===== config.mk =====
export PLATFORM = sky130hd
export DESIGN_NAME = ll1_expression_parser_flat
export DESIGN_NICKNAME = d
export VERILOG_FILES = /design/src/rtl/lep_pkg.sv /design/src/rtl/lep_if.sv /design/src/rtl/ll1_expression_parser.sv /design/src/rtl/lep_ram.sv /design/src/rtl/lep_dpath.sv /design/src/rtl/lep_ctrl.sv /design/src/flat_wrapper.sv
export SDC_FILE = /design/constraint.sdc
export NUM_CORES = 1
export LEC_CHECK = 0
export BUFFER_PORTS_ARGS = -buffer_cell sky130_fd_sc_hd__buf_2
export CAP_MARGIN = 25
export CORE_UTILIZATION = 55
export CTS_CLUSTER_DIAMETER = 100
export DETAILED_ROUTE_END_ITERATION = 10
export PLACE_DENSITY = 0.71
export SLEW_MARGIN = 10
export SYNTH_ARGS = -nofsm -noshare
export SYNTH_HDL_FRONTEND = slang
export SYNTH_SLANG_ARGS = --single-unit

===== constraint.sdc =====
create_clock -name clock -period 6.7 [get_ports clock]
set_input_delay 1.34 -clock clock [delete_from_list [all_inputs] [get_ports clock]]
set_output_delay 1.34 -clock clock [all_outputs]
set_load 0.05 [all_outputs]

===== src/rtl/lep_pkg.sv =====
// ============================================================================
// lep_pkg
// Shared types, symbol codes and grammar tables of the LL(1) expression parser.
// ============================================================================
package lep_pkg;

   // Stack geometry
   localparam int STACK_DEPTH = 128;
   localparam int SP_WIDTH    = $clog2(STACK_DEPTH);
   localparam int POS_WIDTH   = 16;

   // Grammar symbols: terminals then nonterminals
   localparam logic [3:0] SYM_NONE = 4'd0;
   localparam logic [3:0] SYM_ADD  = 4'd1;
   localparam logic [3:0] SYM_SUB  = 4'd2;
   localparam logic [3:0] SYM_MUL  = 4'd3;
   localparam logic [3:0] SYM_DIV  = 4'd4;
   localparam logic [3:0] SYM_NUM  = 4'd5;
   localparam logic [3:0] SYM_LP   = 4'd6;
   localparam logic [3:0] SYM_RP   = 4'd7;
   localparam logic [3:0] SYM_END  = 4'd8;
   localparam logic [3:0] NT_E     = 4'd9;
   localparam logic [3:0] NT_EL    = 4'd10;
   localparam logic [3:0] NT_T     = 4'd11;
   localparam logic [3:0] NT_TL    = 4'd12;
   localparam logic [3:0] NT_F     = 4'd13;

   // Production numbers
   localparam logic [3:0] RULE_NONE     = 4'd0;
   localparam logic [3:0] RULE_E_TE     = 4'd1;
   localparam logic [3:0] RULE_EL_ADD   = 4'd2;
   localparam logic [3:0] RULE_EL_SUB   = 4'd3;
   localparam logic [3:0] RULE_EL_EMPTY = 4'd4;
   localparam logic [3:0] RULE_T_FT     = 4'd5;
   localparam logic [3:0] RULE_TL_MUL   = 4'd6;
   localparam logic [3:0] RULE_TL_DIV   = 4'd7;
   localparam logic [3:0] RULE_TL_EMPTY = 4'd8;
   localparam logic [3:0] RULE_F_NUM    = 4'd9;
   localparam logic [3:0] RULE_F_PAR    = 4'd10;

   // Per-character result codes
   typedef enum logic [2:0] {
      ST_RUN      = 3'd0,
      ST_ACCEPT   = 3'd1,
      ST_LEXERR   = 3'd2,
      ST_SYNERR   = 3'd3,
      ST_OVERFLOW = 3'd4,
      ST_IGNORED  = 3'd5
   } status_type;

   // Outcome of one lexer look at the current character
   typedef enum logic [1:0] {
      LX_DONE = 2'd0,
      LX_ERR  = 2'd1,
      LX_NUM  = 2'd2,
      LX_OP   = 2'd3
   } lex_kind_type;

   // Controller to datapath
   typedef struct packed {
      logic       accept;
      logic       lex_update;
      logic       lex_clear;
      logic       tok_load;
      logic       expand;
      logic       push;
      logic       pop;
      logic       pop_load;
      logic       emit;
      status_type code;
   } ctrl_cmd_type;

   // Datapath to controller
   typedef struct packed {
      logic         finished;
      lex_kind_type lex_kind;
      logic         top_terminal;
      logic         top_match;
      logic         tok_end;
      logic         rule_none;
      logic         rule_empty;
      logic         push_done;
      logic         stack_full;
      logic         out_free;
   } dp_status_type;

   // LL(1) table: production for nonterminal nt on lookahead tok
   function automatic logic [3:0] parse_rule(input logic [3:0] nt, input logic [3:0] tok);
      logic [3:0] r;
      r = RULE_NONE;
      case (nt)
         NT_E: begin
            if (tok == SYM_NUM || tok == SYM_LP) r = RULE_E_TE;
         end
         NT_EL: begin
            if (tok == SYM_ADD) r = RULE_EL_ADD;
            else if (tok == SYM_SUB) r = RULE_EL_SUB;
            else if (tok == SYM_RP || tok == SYM_END) r = RULE_EL_EMPTY;
         end
         NT_T: begin
            if (tok == SYM_NUM || tok == SYM_LP) r = RULE_T_FT;
         end
         NT_TL: begin
            if (tok == SYM_MUL) r = RULE_TL_MUL;
            else if (tok == SYM_DIV) r = RULE_TL_DIV;
            else if (tok == SYM_ADD || tok == SYM_SUB || tok == SYM_RP || tok == SYM_END)
               r = RULE_TL_EMPTY;
         end
         NT_F: begin
            if (tok == SYM_NUM) r = RULE_F_NUM;
            else if (tok == SYM_LP) r = RULE_F_PAR;
         end
         default: r = RULE_NONE;
      endcase
      return r;
   endfunction

   // Right-hand side length of a production
   function automatic logic [1:0] rule_len(input logic [3:0] rule);
      logic [1:0] n;
      case (rule)
         RULE_E_TE, RULE_T_FT:                        n = 2'd2;
         RULE_EL_ADD, RULE_EL_SUB, RULE_TL_MUL,
         RULE_TL_DIV, RULE_F_PAR:                     n = 2'd3;
         RULE_F_NUM:                                  n = 2'd1;
         default:                                     n = 2'd0;
      endcase
      return n;
   endfunction

   // Right-hand side symbol idx (0 is leftmost) of a production
   function automatic logic [3:0] rule_rhs(input logic [3:0] rule, input logic [1:0] idx);
      logic [3:0] s;
      s = SYM_NONE;
      case (rule)
         RULE_E_TE:   s = (idx == 2'd0) ? NT_T : NT_EL;
         RULE_EL_ADD: s = (idx == 2'd0) ? SYM_ADD : ((idx == 2'd1) ? NT_T : NT_EL);
         RULE_EL_SUB: s = (idx == 2'd0) ? SYM_SUB : ((idx == 2'd1) ? NT_T : NT_EL);
         RULE_T_FT:   s = (idx == 2'd0) ? NT_F : NT_TL;
         RULE_TL_MUL: s = (idx == 2'd0) ? SYM_MUL : ((idx == 2'd1) ? NT_F : NT_TL);
         RULE_TL_DIV: s = (idx == 2'd0) ? SYM_DIV : ((idx == 2'd1) ? NT_F : NT_TL);
         RULE_F_NUM:  s = SYM_NUM;
         RULE_F_PAR:  s = (idx == 2'd0) ? SYM_LP : ((idx == 2'd1) ? NT_E : SYM_RP);
         default:     s = SYM_NONE;
      endcase
      return s;
   endfunction

endpackage


===== src/rtl/lep_if.sv =====
// ============================================================================
// lep_if
// Valid/ready channels of the expression parser: character in, status out.
// ============================================================================
interface lep_req_if;
   logic       valid;
   logic       ready;
   logic [7:0] char_code;
   logic       new_expression;

   modport source (output valid, char_code, new_expression, input ready);
   modport sink   (input valid, char_code, new_expression, output ready);
endinterface

interface lep_rsp_if;
   logic        valid;
   logic        ready;
   logic [2:0]  status;
   logic [15:0] position;

   modport source (output valid, status, position, input ready);
   modport sink   (input valid, status, position, output ready);
endinterface


===== src/rtl/ll1_expression_parser.sv =====
// ============================================================================
// ll1_expression_parser
// Character-fed LL(1) table-driven parser for E/T/F arithmetic expressions.
// ============================================================================
// One status per character, in order. A character is taken only when the
// parser is idle; a skipped one goes through the start and emit states, one
// that only advances the lexer also through lex. A token adds a parse step per
// table lookup, a push per extra symbol and a wait per pop (the symbol stack
// memory has a registered read); a character that ends a number is lexed again
// and can carry two tokens. The finished status sits in an output register, so
// the next character is taken while it waits. The stack holds STACK_DEPTH - 1
// symbols and needs no clearing after reset; only the top lives in a register.
module ll1_expression_parser (
   input  logic     clock,
   input  logic     reset,
   lep_req_if.sink  req_chan,
   lep_rsp_if.source rsp_chan
);

   lep_pkg::ctrl_cmd_type  cmd;
   lep_pkg::dp_status_type stat;

   lep_ctrl u_ctrl (
      .clock     (clock),
      .reset     (reset),
      .req_valid (req_chan.valid),
      .req_ready (req_chan.ready),
      .stat      (stat),
      .cmd       (cmd)
   );

   lep_dpath u_dpath (
      .clock              (clock),
      .reset              (reset),
      .cmd                (cmd),
      .stat               (stat),
      .req_char_code      (req_chan.char_code),
      .req_new_expression (req_chan.new_expression),
      .rsp_ready          (rsp_chan.ready),
      .rsp_valid          (rsp_chan.valid),
      .rsp_status         (rsp_chan.status),
      .rsp_position       (rsp_chan.position)
   );

endmodule


===== src/rtl/lep_ram.sv =====
// ============================================================================
// lep_ram
// Generic single-write, single-read RAM with registered read data.
// ============================================================================
module lep_ram #(
   parameter int WIDTH = 4,
   parameter int DEPTH = 128
) (
   input  logic                     clock,
   input  logic                     wr_en,
   input  logic [$clog2(DEPTH)-1:0] wr_addr,
   input  logic [WIDTH-1:0]         wr_data,
   input  logic                     rd_en,
   input  logic [$clog2(DEPTH)-1:0] rd_addr,
   output logic [WIDTH-1:0]         rd_data
);

   logic [WIDTH-1:0] mem_ff [DEPTH];
   logic [WIDTH-1:0] rd_data_ff;

   // Write port and registered read port
   always_ff @(posedge clock) begin
      if (wr_en) begin
         mem_ff[wr_addr] <= wr_data;
      end
      if (rd_en) begin
         rd_data_ff <= mem_ff[rd_addr];
      end
   end

   assign rd_data = rd_data_ff;

endmodule


===== src/rtl/lep_dpath.sv =====
// ============================================================================
// lep_dpath
// Datapath: lexer, token and top-of-stack registers, symbol stack memory,
// grammar table lookup, position counter and result register.
// ============================================================================
module lep_dpath (
   input  logic                    clock,
   input  logic                    reset,
   input  lep_pkg::ctrl_cmd_type   cmd,
   output lep_pkg::dp_status_type  stat,
   input  logic [7:0]              req_char_code,
   input  logic                    req_new_expression,
   input  logic                    rsp_ready,
   output logic                    rsp_valid,
   output logic [2:0]              rsp_status,
   output logic [15:0]             rsp_position
);

   // Character codes the lexer recognizes
   localparam logic [7:0] CH_NUL   = 8'h00;
   localparam logic [7:0] CH_SPACE = 8'h20;
   localparam logic [7:0] CH_LP    = 8'h28;
   localparam logic [7:0] CH_RP    = 8'h29;
   localparam logic [7:0] CH_MUL   = 8'h2A;
   localparam logic [7:0] CH_ADD   = 8'h2B;
   localparam logic [7:0] CH_SUB   = 8'h2D;
   localparam logic [7:0] CH_DOT   = 8'h2E;
   localparam logic [7:0] CH_DIV   = 8'h2F;
   localparam logic [7:0] CH_ZERO  = 8'h30;
   localparam logic [7:0] CH_NINE  = 8'h39;

   localparam logic [lep_pkg::POS_WIDTH-1:0] POS_MAX  = '1;
   localparam logic [lep_pkg::SP_WIDTH-1:0]  SP_LAST  = lep_pkg::SP_WIDTH'(lep_pkg::STACK_DEPTH - 1);
   localparam logic [lep_pkg::SP_WIDTH-1:0]  SP_START = lep_pkg::SP_WIDTH'(1);

   // Lexer state, one-hot
   typedef enum logic [3:0] {
      LEX_START = 4'b0001,
      LEX_INT   = 4'b0010,
      LEX_DOT   = 4'b0100,
      LEX_FRAC  = 4'b1000
   } lex_state_type;

   lex_state_type                   lex_ff, lex_in, lex_next;
   logic [7:0]                      char_ff;
   logic [3:0]                      tok_ff, tok_in;
   logic [3:0]                      top_ff, top_in;
   logic [3:0]                      rule_ff, rule_in;
   logic [1:0]                      left_ff, left_in;
   logic [lep_pkg::SP_WIDTH-1:0]    sp_ff, sp_in;
   logic [lep_pkg::POS_WIDTH-1:0]   pos_ff, pos_in;
   logic [lep_pkg::POS_WIDTH-1:0]   item_pos_ff, item_pos_in;
   logic                            finished_ff, finished_in;
   logic                            rsp_valid_ff, rsp_valid_in;
   lep_pkg::status_type             rsp_status_ff;
   logic [lep_pkg::POS_WIDTH-1:0]   rsp_position_ff;

   logic                            digit;
   lep_pkg::lex_kind_type           lex_kind;
   logic [3:0]                      lex_tok;
   logic [3:0]                      rule;
   logic [1:0]                      len;
   logic [3:0]                      ram_rd_data;

   // Classify the held character against the lexer state
   assign digit = (char_ff >= CH_ZERO) && (char_ff <= CH_NINE);

   always_comb begin
      lex_kind = lep_pkg::LX_ERR;
      lex_tok  = lep_pkg::SYM_END;
      lex_next = lex_ff;
      unique case (lex_ff) inside
         LEX_START: begin
            if (digit) begin
               lex_kind = lep_pkg::LX_DONE;
               lex_next = LEX_INT;
            end else begin
               case (char_ff)
                  CH_SPACE: lex_kind = lep_pkg::LX_DONE;
                  CH_DOT: begin
                     lex_kind = lep_pkg::LX_DONE;
                     lex_next = LEX_DOT;
                  end
                  CH_ADD: begin lex_kind = lep_pkg::LX_OP; lex_tok = lep_pkg::SYM_ADD; end
                  CH_SUB: begin lex_kind = lep_pkg::LX_OP; lex_tok = lep_pkg::SYM_SUB; end
                  CH_MUL: begin lex_kind = lep_pkg::LX_OP; lex_tok = lep_pkg::SYM_MUL; end
                  CH_DIV: begin lex_kind = lep_pkg::LX_OP; lex_tok = lep_pkg::SYM_DIV; end
                  CH_LP:  begin lex_kind = lep_pkg::LX_OP; lex_tok = lep_pkg::SYM_LP;  end
                  CH_RP:  begin lex_kind = lep_pkg::LX_OP; lex_tok = lep_pkg::SYM_RP;  end
                  CH_NUL: begin lex_kind = lep_pkg::LX_OP; lex_tok = lep_pkg::SYM_END; end
                  default: lex_kind = lep_pkg::LX_ERR;
               endcase
            end
         end
         LEX_DOT: begin
            if (digit) begin
               lex_kind = lep_pkg::LX_DONE;
               lex_next = LEX_FRAC;
            end
         end
         LEX_INT, LEX_FRAC: begin
            if (digit) begin
               lex_kind = lep_pkg::LX_DONE;
            end else if (char_ff == CH_DOT && lex_ff == LEX_INT) begin
               lex_kind = lep_pkg::LX_DONE;
               lex_next = LEX_FRAC;
            end else begin
               // number ends here; the character is looked at again afterwards
               lex_kind = lep_pkg::LX_NUM;
               lex_tok  = lep_pkg::SYM_NUM;
            end
         end
         default: lex_kind = lep_pkg::LX_ERR;
      endcase
   end

   // Table lookup for the top of stack against the current token
   assign rule = lep_pkg::parse_rule(top_ff, tok_ff);
   assign len  = lep_pkg::rule_len(rule);

   always_comb begin
      stat.finished     = finished_ff;
      stat.lex_kind     = lex_kind;
      stat.top_terminal = top_ff < lep_pkg::NT_E;
      stat.top_match    = top_ff == tok_ff;
      stat.tok_end      = tok_ff == lep_pkg::SYM_END;
      stat.rule_none    = rule == lep_pkg::RULE_NONE;
      stat.rule_empty   = len == 2'd0;
      stat.push_done    = left_ff == 2'd0;
      stat.stack_full   = sp_ff == SP_LAST;
      stat.out_free     = !rsp_valid_ff || rsp_ready;
   end

   // Next-state logic for stack, lexer, position and result
   always_comb begin
      lex_in       = lex_ff;
      tok_in       = tok_ff;
      top_in       = top_ff;
      rule_in      = rule_ff;
      left_in      = left_ff;
      sp_in        = sp_ff;
      pos_in       = pos_ff;
      item_pos_in  = item_pos_ff;
      finished_in  = finished_ff;
      rsp_valid_in = rsp_valid_ff && !rsp_ready;

      if (cmd.accept) begin
         if (req_new_expression) begin
            lex_in      = LEX_START;
            top_in      = lep_pkg::NT_E;
            sp_in       = SP_START;
            finished_in = 1'b0;
            item_pos_in = '0;
            pos_in      = lep_pkg::POS_WIDTH'(1);
         end else begin
            item_pos_in = pos_ff;
            pos_in      = (pos_ff == POS_MAX) ? pos_ff : pos_ff + lep_pkg::POS_WIDTH'(1);
         end
      end
      if (cmd.lex_update) lex_in = lex_next;
      if (cmd.lex_clear)  lex_in = LEX_START;
      if (cmd.tok_load)   tok_in = lex_tok;
      // replace the nonterminal with the last symbol of its production
      if (cmd.expand) begin
         top_in  = lep_pkg::rule_rhs(rule, len - 2'd1);
         rule_in = rule;
         left_in = len - 2'd1;
      end
      // spill the top into memory and bring in the next symbol to the left
      if (cmd.push) begin
         top_in  = lep_pkg::rule_rhs(rule_ff, left_ff - 2'd1);
         sp_in   = sp_ff + lep_pkg::SP_WIDTH'(1);
         left_in = left_ff - 2'd1;
      end
      if (cmd.pop) sp_in = sp_ff - lep_pkg::SP_WIDTH'(1);
      if (cmd.pop_load) top_in = (sp_ff == '0) ? lep_pkg::SYM_END : ram_rd_data;
      if (cmd.emit) begin
         rsp_valid_in = 1'b1;
         finished_in  = finished_ff || (cmd.code != lep_pkg::ST_RUN);
      end
   end

   // Control and stack state
   always_ff @(posedge clock) begin
      if (reset) begin
         lex_ff       <= LEX_START;
         top_ff       <= lep_pkg::NT_E;
         sp_ff        <= SP_START;
         pos_ff       <= '0;
         finished_ff  <= 1'b0;
         rsp_valid_ff <= 1'b0;
         left_ff      <= 2'd0;
      end else begin
         lex_ff       <= lex_in;
         top_ff       <= top_in;
         sp_ff        <= sp_in;
         pos_ff       <= pos_in;
         finished_ff  <= finished_in;
         rsp_valid_ff <= rsp_valid_in;
         left_ff      <= left_in;
      end
   end

   // Payload registers
   always_ff @(posedge clock) begin
      tok_ff      <= tok_in;
      rule_ff     <= rule_in;
      item_pos_ff <= item_pos_in;
      if (cmd.accept) char_ff <= req_char_code;
      if (cmd.emit) begin
         rsp_status_ff   <= cmd.code;
         rsp_position_ff <= item_pos_ff;
      end
   end

   // Symbol stack below the top entry; entry 0 is the end marker and never stored
   lep_ram #(
      .WIDTH (4),
      .DEPTH (lep_pkg::STACK_DEPTH)
   ) u_stack (
      .clock   (clock),
      .wr_en   (cmd.push),
      .wr_addr (sp_ff),
      .wr_data (top_ff),
      .rd_en   (cmd.pop),
      .rd_addr (sp_ff - lep_pkg::SP_WIDTH'(1)),
      .rd_data (ram_rd_data)
   );

   assign rsp_valid    = rsp_valid_ff;
   assign rsp_status   = rsp_status_ff;
   assign rsp_position = rsp_position_ff;

endmodule


===== src/rtl/lep_ctrl.sv =====
// ============================================================================
// lep_ctrl
// Controller: steps each character through lexing, table expansion, pushes,
// pops and result hand-off.
// ============================================================================
module lep_ctrl (
   input  logic                   clock,
   input  logic                   reset,
   input  logic                   req_valid,
   output logic                   req_ready,
   input  lep_pkg::dp_status_type stat,
   output lep_pkg::ctrl_cmd_type  cmd
);

   typedef enum logic [7:0] {
      S_IDLE       = 8'b0000_0001,
      S_START      = 8'b0000_0010,
      S_LEX        = 8'b0000_0100,
      S_PARSE      = 8'b0000_1000,
      S_PUSH       = 8'b0001_0000,
      S_MATCH_WAIT = 8'b0010_0000,
      S_EMPTY_WAIT = 8'b0100_0000,
      S_EMIT       = 8'b1000_0000
   } state_type;

   state_type           state_ff, state_in;
   lep_pkg::status_type code_ff, code_in;
   logic                num_ff, num_in;

   assign req_ready = state_ff == S_IDLE;

   // Sequence one character
   always_comb begin
      state_in = state_ff;
      code_in  = code_ff;
      num_in   = num_ff;
      cmd      = '0;
      cmd.code = code_ff;
      unique case (state_ff)
         S_IDLE: begin
            if (req_valid) begin
               cmd.accept = 1'b1;
               state_in   = S_START;
            end
         end
         S_START: begin
            if (stat.finished) begin
               code_in  = lep_pkg::ST_IGNORED;
               state_in = S_EMIT;
            end else begin
               state_in = S_LEX;
            end
         end
         S_LEX: begin
            case (stat.lex_kind)
               lep_pkg::LX_DONE: begin
                  cmd.lex_update = 1'b1;
                  code_in        = lep_pkg::ST_RUN;
                  state_in       = S_EMIT;
               end
               lep_pkg::LX_NUM: begin
                  cmd.tok_load = 1'b1;
                  num_in       = 1'b1;
                  state_in     = S_PARSE;
               end
               lep_pkg::LX_OP: begin
                  cmd.tok_load = 1'b1;
                  num_in       = 1'b0;
                  state_in     = S_PARSE;
               end
               default: begin
                  code_in  = lep_pkg::ST_LEXERR;
                  state_in = S_EMIT;
               end
            endcase
         end
         S_PARSE: begin
            if (stat.top_terminal) begin
               if (!stat.top_match) begin
                  code_in  = lep_pkg::ST_SYNERR;
                  state_in = S_EMIT;
               end else if (stat.tok_end) begin
                  code_in  = lep_pkg::ST_ACCEPT;
                  state_in = S_EMIT;
               end else begin
                  cmd.pop  = 1'b1;
                  state_in = S_MATCH_WAIT;
               end
            end else if (stat.rule_none) begin
               code_in  = lep_pkg::ST_SYNERR;
               state_in = S_EMIT;
            end else if (stat.rule_empty) begin
               cmd.pop  = 1'b1;
               state_in = S_EMPTY_WAIT;
            end else begin
               cmd.expand = 1'b1;
               state_in   = S_PUSH;
            end
         end
         S_PUSH: begin
            if (stat.push_done) begin
               state_in = S_PARSE;
            end else if (stat.stack_full) begin
               code_in  = lep_pkg::ST_OVERFLOW;
               state_in = S_EMIT;
            end else begin
               cmd.push = 1'b1;
            end
         end
         S_MATCH_WAIT: begin
            cmd.pop_load = 1'b1;
            if (num_ff) begin
               // number matched: look at the terminating character again
               cmd.lex_clear = 1'b1;
               state_in      = S_LEX;
            end else begin
               code_in  = lep_pkg::ST_RUN;
               state_in = S_EMIT;
            end
         end
         S_EMPTY_WAIT: begin
            cmd.pop_load = 1'b1;
            state_in     = S_PARSE;
         end
         S_EMIT: begin
            if (stat.out_free) begin
               cmd.emit = 1'b1;
               state_in = S_IDLE;
            end
         end
         default: state_in = S_IDLE;
      endcase
   end

   always_ff @(posedge clock) begin
      if (reset) begin
         state_ff <= S_IDLE;
         num_ff   <= 1'b0;
         code_ff  <= lep_pkg::ST_RUN;
      end else begin
         state_ff <= state_in;
         num_ff   <= num_in;
         code_ff  <= code_in;
      end
   end

endmodule


===== src/flat_wrapper.sv =====
// flat-port wrapper written by rule: the top's interface ports become plain ports
module ll1_expression_parser_flat 
  (clock, reset, req_chan_valid, req_chan_char_code, req_chan_new_expression, req_chan_ready, rsp_chan_valid, rsp_chan_status, rsp_chan_position, rsp_chan_ready);
  lep_req_if req_chan_i ();
  lep_rsp_if rsp_chan_i ();
  input  logic clock;
  input  logic reset;
  input wire logic [$bits(req_chan_i.valid)-1:0] req_chan_valid;
  input wire logic [$bits(req_chan_i.char_code)-1:0] req_chan_char_code;
  input wire logic [$bits(req_chan_i.new_expression)-1:0] req_chan_new_expression;
  output wire logic [$bits(req_chan_i.ready)-1:0] req_chan_ready;
  output wire logic [$bits(rsp_chan_i.valid)-1:0] rsp_chan_valid;
  output wire logic [$bits(rsp_chan_i.status)-1:0] rsp_chan_status;
  output wire logic [$bits(rsp_chan_i.position)-1:0] rsp_chan_position;
  input wire logic [$bits(rsp_chan_i.ready)-1:0] rsp_chan_ready;
  assign req_chan_i.valid = req_chan_valid;
  assign req_chan_i.char_code = req_chan_char_code;
  assign req_chan_i.new_expression = req_chan_new_expression;
  assign req_chan_ready = req_chan_i.ready;
  assign rsp_chan_valid = rsp_chan_i.valid;
  assign rsp_chan_status = rsp_chan_i.status;
  assign rsp_chan_position = rsp_chan_i.position;
  assign rsp_chan_i.ready = rsp_chan_ready;
  ll1_expression_parser u_core (.clock(clock), .reset(reset), .req_chan(req_chan_i), .rsp_chan(rsp_chan_i));
endmodule

==> metrics.yaml, run 1 <==
crit_chain: "buf_4 > buf_16 > nand2_1 > o22ai_1 > a32oi_1 > ha_1 > nand2_1 > o21a_1 > inv_1 > ha_1 > nand2b_1 > a311oi_4 > nor2_1 > a21oi_1 > a211oi_1"
powerDensity_mw_per_mm2: 269
cts_num_sinks: 614
finalCritPeriodShare_pct: 63.1
via_per_inst: 6.16
ctsResizeCount: 0
num_rows: 79
num_io_pins: 34
root_buffer: "clkbuf_16"
core_area_mm2: 0.0465
synthDistinctLibCells: 81
crit_path_top_delay_cell: "dfxtp_4"
crit_buf_inv: 3
gr-usage-met1_pct: 32.4
grt_pass1_wl_um: 81300
rsz0062_at_grt: "false"
htree_levels: 2
async_flop_share_pct: 0
maxSlewViolCount: 0
synth_common_cells: "567 x edfxtp_1, 196 x nor2_1, 128 x mux4_2, 66 x nand2_1, 56 x a21oi_1"
nets: 1637
setup.worst_path.end_class: "register"
clock_latency_ns: 0.62
ys_seq_area_share_pct: 69.6
finish.utilization_pct: 61.6
hold_slack_ns: 0.417
syn_to_final_growth_pct: 11.0
power.leakage_nw: 9.41
grt_max_degree: 122
cts.clk_slew.worst_paths_ns: 0.06
grt_pass1_vias: 13700
cts_buffers: 60
synth.cell_area_mm2: 0.0258
finClkSkew_ns: 0.0151
synth_top_cell_by_area: "edfxtp_1"
avgSynthCellArea_um2: 16.3
worst_ir_drop_vdd_v: 0.000302
track_usage_pct: 22.6
drv_cap: 0
finalHoldViolCount: 0
initial_core_util_pct: 55.6
tightest_slew_ns: 1.12
synth_top_area_share_pct: 66.0
first_pass_iters: 5
max_stage_delay_ns: 0.62
finalWirelength_um: 52600
drt-initial-drc-count: 1467
die_h_um: 219
num-fill-cells: 3339
grt-ovfl-total: 0
worst-path-max-fanout: 73
num_antenna_cells: 0
yosysWarnings: 0
gp_congestion: 0.862
design_area_mm2: 0.0286
cp.arrival_ns: 4.70
final.setup.tns_ns: 0
port_buffers: 33
wire_per_inst_um: 23.2
hold_class: "reg2reg"
fmax_mhz: 236
maxSlewHeadroom_pct: 25.1
crit_family: "compound AO/OA/AOI/OAI gates"
die-area_mm2: 0.0478
clockBufferDepth: 3
postPlaceCellArea_mm2: 0.0266
grt_most_used_layer: "met2"
mappedNetlistNets: 1608
critical_path.startpoint: "u_core.u_dpath.top_ff[0]"
synthCells: 1579
grt.met2_usage_pct: 36.5
detail-route-antenna-nets: 0
required_ns: 7.17
detailroute.via_count: 14000
yosysMostFrequentCell: "edfxtp_1"
synth.area.top_cells: "edfxtp_1 66%, mux4_2 11%, dfxtp_1 3.6%, nor2_1 2.9%, mux2i_1 1.4%"
crit_type: "reg2reg"
status: "completed"
hold_start: "u_core.u_dpath.item_pos_ff[8]"
die_w_um: 219
finalCriticalPeriod_ns: 4.23
use_met3_pct: 4.12
ys_ff_latch: 614
synth_edf_count: 567
r2r-start: "u_core.u_dpath.top_ff[0]"
dp_hpwl_um: 31500
cts_tree: "built"
grt_antenna_before_repair: 0
cts_hold_buf: 0
cts_setup_buffers: 0
finalSetupViolations: 0
worstSetupStartpointType: "register"
drcViolationCount: 0
synthFlopType: "edfxtp_1"
layout-drive-gt1-share_pct: 19.4
-- layout by cell type (no fill, tap or decap), drive strengths merged, types with 19 or more instances in the layout --
| cell | instances |
|---|---|
| edfxtp | 567 |
| nor2b | 46 |
| clkinv | 28 |
| a21oi | 56 |
| nand2 | 66 |
| a211oi | 37 |
| nor2 | 198 |
| dfxtp | 47 |
| o21ai | 24 |
| clkbuf | 70 |
| mux4 | 128 |
| mux2 | 19 |
| nand3 | 20 |
| mux2i | 37 |
| inv | 26 |
| buf | 56 |
-- area by class of cell --
class | count | area [µm²] | area share, %
clock buffers | 70 | 1580 | 5.52
clock inverters | 43 | 449 | 1.57
inverters | 24 | 90.1 | 0.315
multi-input cells | 852 | 7400 | 25.8
flip-flops and latches | 614 | 18000 | 62.8
well taps | 607 | 759 | 2.65
repair buffers | 56 | 378 | 1.32
-- layer usage --
| layer | wire [µm] | part of all wire, % |
|---|---|---|
| met5 | 0 | 0 |
| met4 | 794 | 1.5 |
| met3 | 3870 | 7.4 |
| met2 | 25900 | 49 |
| met1 | 22100 | 42 |
-- kinds of logic after synthesis --
kind of cell	Yosys count	share of synthesized area, %
adders and majority gates	16	0.776
buffers and inverters	113	1.91
xor gates and xnor gates	26	0.882
muxes	184	13.4
and+or+nand+nor	428	8.05
AOI/OAI and AO/OA	198	5.34
DFF	614	69.6
-- worst paths after layout --
| kind | to | slack [ns] | cells past startpoint |
|---|---|---|---|
| hold reg to reg | u_core.u_dpath.rsp_position[8] | 0.42 | 0 |
| hold / removal | u_core.u_dpath.rsp_position[8] | 0.42 | 0 |
| setup reg to reg | u_core.u_dpath.top_ff[2] | 2.47 | 15 |
| setup / recovery | u_core.u_dpath.top_ff[2] | 2.47 | 15 |
-- where the power goes --
part           internal [W]  switching, W
Sequential          0.00417     0.0000187
Combinational     0.0000209     0.0000595
Clock               0.00203       0.00140
-- flip-flops by register name, summed over array words and instances (netlist names) --
name and cells:
u_core.u_dpath.u_stack.mem_ff 512, u_core.u_dpath.item_pos_ff 16, u_core.u_dpath.pos_ff 16, u_core.u_dpath.rsp_position 16, u_core.u_ctrl.state_ff 8, u_core.u_dpath.char_ff 8
u_core.u_dpath.sp_ff 7, u_core.u_dpath.lex_ff 4, u_core.u_dpath.rule_ff 4, u_core.u_dpath.tok_ff 4, u_core.u_dpath.top_ff 4, u_core.u_dpath.u_stack.rd_data 4
u_core.u_ctrl.code_ff 3, u_core.u_dpath.rsp_status 3, u_core.u_dpath.left_ff 2, u_core.u_ctrl.num_ff 1, u_core.u_dpath.finished_ff 1, u_core.u_dpath.rsp_valid 1
-- worst register-to-register path: cells and delay by family, from the launching register on --
family | cells | cell delay, ns
buf+inv | 3 | 0.83
compound gates | 6 | 1.37
fa+ha+maj | 2 | 0.58
flops | 1 | 0.62
simple gates | 4 | 0.68
-- stage by stage --
stage          instances  setup WS, ns  power, W
2_1_floorplan       1579          1.78   0.00432
3_3_place_gp        2151          2.49   0.00435
3_5_place_dp        2151          2.24   0.00435
4_1_cts             2264          2.25   0.00775
5_1_grt             2266          2.14   0.00791
6_report            2266          2.47   0.00771
Note: power is estimated with default switching activity, not from simulation.
==> run 2: changes to the inputs <==
- clock period: 6.7 -> 4.22 ns (I/O delays scaled with it)
==> metrics.yaml, run 2 (same netlist as run 1, synthesis figures left out) <==
use_met3_pct: 3.66  # -0.46 points
final_cell_mix: "567 x edfxtp_1, 196 x nor2_1, 128 x mux4_2, 66 x nand2_1, 62 x clkbuf_16"
placed_cells: 2166  # +0.70%
reg2reg_depth: 15  # unchanged
via_per_inst: 6.23  # +1.0%
power.leakage_nw: 9.47  # +0.70%
grt_antenna_before_repair: 0  # unchanged
cts_num_sinks: 614  # unchanged
cts_buffers: 61  # +1.7%
r2r_slack_ns: 0.31  # -2.16 ns
cts.clk_slew.worst_paths_ns: 0.06  # about the same
p_int_w: 0.00984  # +58%
crit_chain: "nor2_1 > nand4b_1 > o221ai_1 > o21ai_0 > o31a_1 > inv_1 > ha_1 > o21a_1 > inv_1 > ha_1 > nand2b_1 > a311oi_4 > nor2_1 > a21oi_1 > a211oi_1"
worstSetupStartpointType: "register"
crit_path_top_delay_cell: "edfxtp_1"
r2r-start: "u_core.u_dpath.tok_ff[2]"
clockBufferDepth: 3  # unchanged
port_buffers: 33  # unchanged
maxSlewViolCount: 0  # unchanged
dp_hpwl_um: 32500  # +3.3%
pwr-share-seq_pct: 54.2  # -0.2 points
grt_pass1_vias: 14200  # +3.5%
drcViolationCount: 0  # unchanged
cp.arrival_ns: 4.38  # -0.32 ns
core_area_mm2: 0.0465  # unchanged
crit_type: "reg2reg"
finalCritPeriodShare_pct: 92.8  # +30 points
finalSetupViolations: 0  # unchanged
critical_path.startpoint: "u_core.u_dpath.tok_ff[2]"
grt_pass1_wl_um: 84200  # +3.6%
final.setup.tns_ns: 0  # unchanged
setup.worst_path.end_class: "register"
detail-route-antenna-nets: 0  # unchanged
grt_most_used_layer: "met2"
htree_levels: 2  # unchanged
grt_max_degree: 80  # -34%
gp_congestion: 0.856  # -0.73%
cts_setup_buffers: 0  # unchanged
cts_hold_buf: 0  # unchanged
drv_cap: 0  # unchanged
largest_reg_flops: 512  # unchanged
reg2reg_to: "u_core.u_dpath.top_ff[2]"
die-area_mm2: 0.0478  # unchanged
num_rows: 79  # unchanged
power_switching_share_pct: 19.7  # +0.45 points
layout-drive-gt1-share_pct: 20.1  # +0.65 points
max_stage_delay_ns: 0.57  # -0.05 ns
required_ns: 4.69  # -2.48 ns
finClkSkew_ns: 0.0250  # +0.00991 ns
layout.cells.non_filler: 2282  # +0.71%
initial_core_util_pct: 55.6  # unchanged
power.switching_w: 0.00241  # +63%
largest-register: "u_core.u_dpath.u_stack.mem_ff"
num_io_pins: 34  # unchanged
track_usage_pct: 23.3  # +0.62 points
first_pass_iters: 5  # unchanged
finalHoldViolCount: 0  # unchanged
worst-path-max-fanout: 13  # -82%
drt-initial-drc-count: 1373  # -6.4%
layout_commonest_cell: "edfxtp_1"
clock_latency_ns: 0.64  # +0.02 ns
pwr-share-clk_pct: 44.7  # about the same
powerDensity_mw_per_mm2: 426  # +58%
grt.met2_usage_pct: 36.2  # -0.33 points
ctsResizeCount: 0  # unchanged
num_antenna_cells: 0  # unchanged
endpoint: "u_core.u_dpath.top_ff[2]"
fmax_mhz: 255  # +8.1%
wire_per_inst_um: 23.6  # +1.4%
grt-ovfl-total: 0  # unchanged
detailroute.via_count: 14200  # +1.8%
root_buffer: "clkbuf_16"
rsz0062_at_grt: "false"
die_h_um: 219  # unchanged
status: "completed"
gr-usage-met1_pct: 33.4  # +1.1 points
nets: 1652  # +0.92%
cts_tree: "built"
finalCriticalPeriod_ns: 3.91  # -0.316 ns
finalWirelength_um: 53700  # +2.1%
die_w_um: 219  # unchanged
worst_ir_drop_vdd_v: 0.000357  # +18%
combPwrFrac_pct: 1.1  # about the same
tightest_slew_ns: 0.895  # -0.225 ns
maxSlewHeadroom_pct: 39.5  # +14 points
num-fill-cells: 3315  # -0.72%
syn_to_final_growth_pct: 11.5
hold_class: "in2reg"
## run 2: metrics by stage
step | util (%) | total power, W | area (µm²) | setup slack, ns | hold WS, ns
2_1_floorplan | - | 0.00685 | 25800 | 0.0308 | 0.400
5_1_grt | 62.0 | 0.0126 | 28800 | 0.00833 | 0.376
3_5_place_dp | 57.5 | 0.00691 | 26700 | 0.407 | 0.405
4_1_cts | 61.9 | 0.0123 | 28800 | 0.398 | 0.363
3_3_place_gp | 57.5 | 0.00690 | 26700 | 0.664 | 0.403
6_report | 62.0 | 0.0123 | 28800 | 0.305 | 0.390
## run 2: cell type report
type | count | area (µm²) | area share, %
well taps | 607 | 759 | 2.64
repair buffers | 70 | 500 | 1.74
flip-flops and latches | 614 | 18000 | 62.5
inverters | 24 | 90.1 | 0.313
multi-input cells | 852 | 7400 | 25.7
clock buffers | 74 | 1640 | 5.69
clock inverters | 41 | 412 | 1.43
## run 2: power by group through the flow
| stage | Clock [W] | Sequential, W | Combinational, W |
|---|---|---|---|
| 6_report | 0.00548 | 0.00664 | 0.000136 |
| 5_1_grt | 0.00577 | 0.00664 | 0.000150 |
| 3_5_place_dp | 0 | 0.00677 | 0.000138 |
| 3_3_place_gp | 0 | 0.00677 | 0.000132 |
| 4_1_cts | 0.00555 | 0.00664 | 0.000138 |
| 2_1_floorplan | 0 | 0.00679 | 0.0000641 |
## run 2: worst max-delay path, delay by kind of cell (launching register included)
family / cells / cell delay, ns
AOI/OAI and AO/OA: 7 / 1.64
adders and majority gates: 2 / 0.52
buffers and inverters: 2 / 0.18
DFF: 1 / 0.57
and+or+nand+nor: 4 / 0.83
## run 2: how the worst min path moves through the flow
stage / start / end / slack, ns / cells past startpoint
4_1_cts: req_chan_char_code[7] / u_core.u_dpath.char_ff[7] / 0.36 / 1
3_5_place_dp: u_core.u_dpath.item_pos_ff[0] / u_core.u_dpath.rsp_position[0] / 0.40 / 0
3_3_place_gp: u_core.u_dpath.item_pos_ff[13] / u_core.u_dpath.rsp_position[13] / 0.40 / 0
5_1_grt: req_chan_char_code[3] / u_core.u_dpath.char_ff[3] / 0.38 / 1
6_report: req_chan_char_code[3] / u_core.u_dpath.char_ff[3] / 0.39 / 1
2_1_floorplan: u_core.u_dpath.item_pos_ff[0] / u_core.u_dpath.rsp_position[0] / 0.40 / 0
## run 2: per-layer routing
metal  up-vias  part of all wire [%]
li1       6315                     -
met1      7210                    43
met2       569                    47
met3       116                   6.9
met4         0                   3.0
met5         -                     0
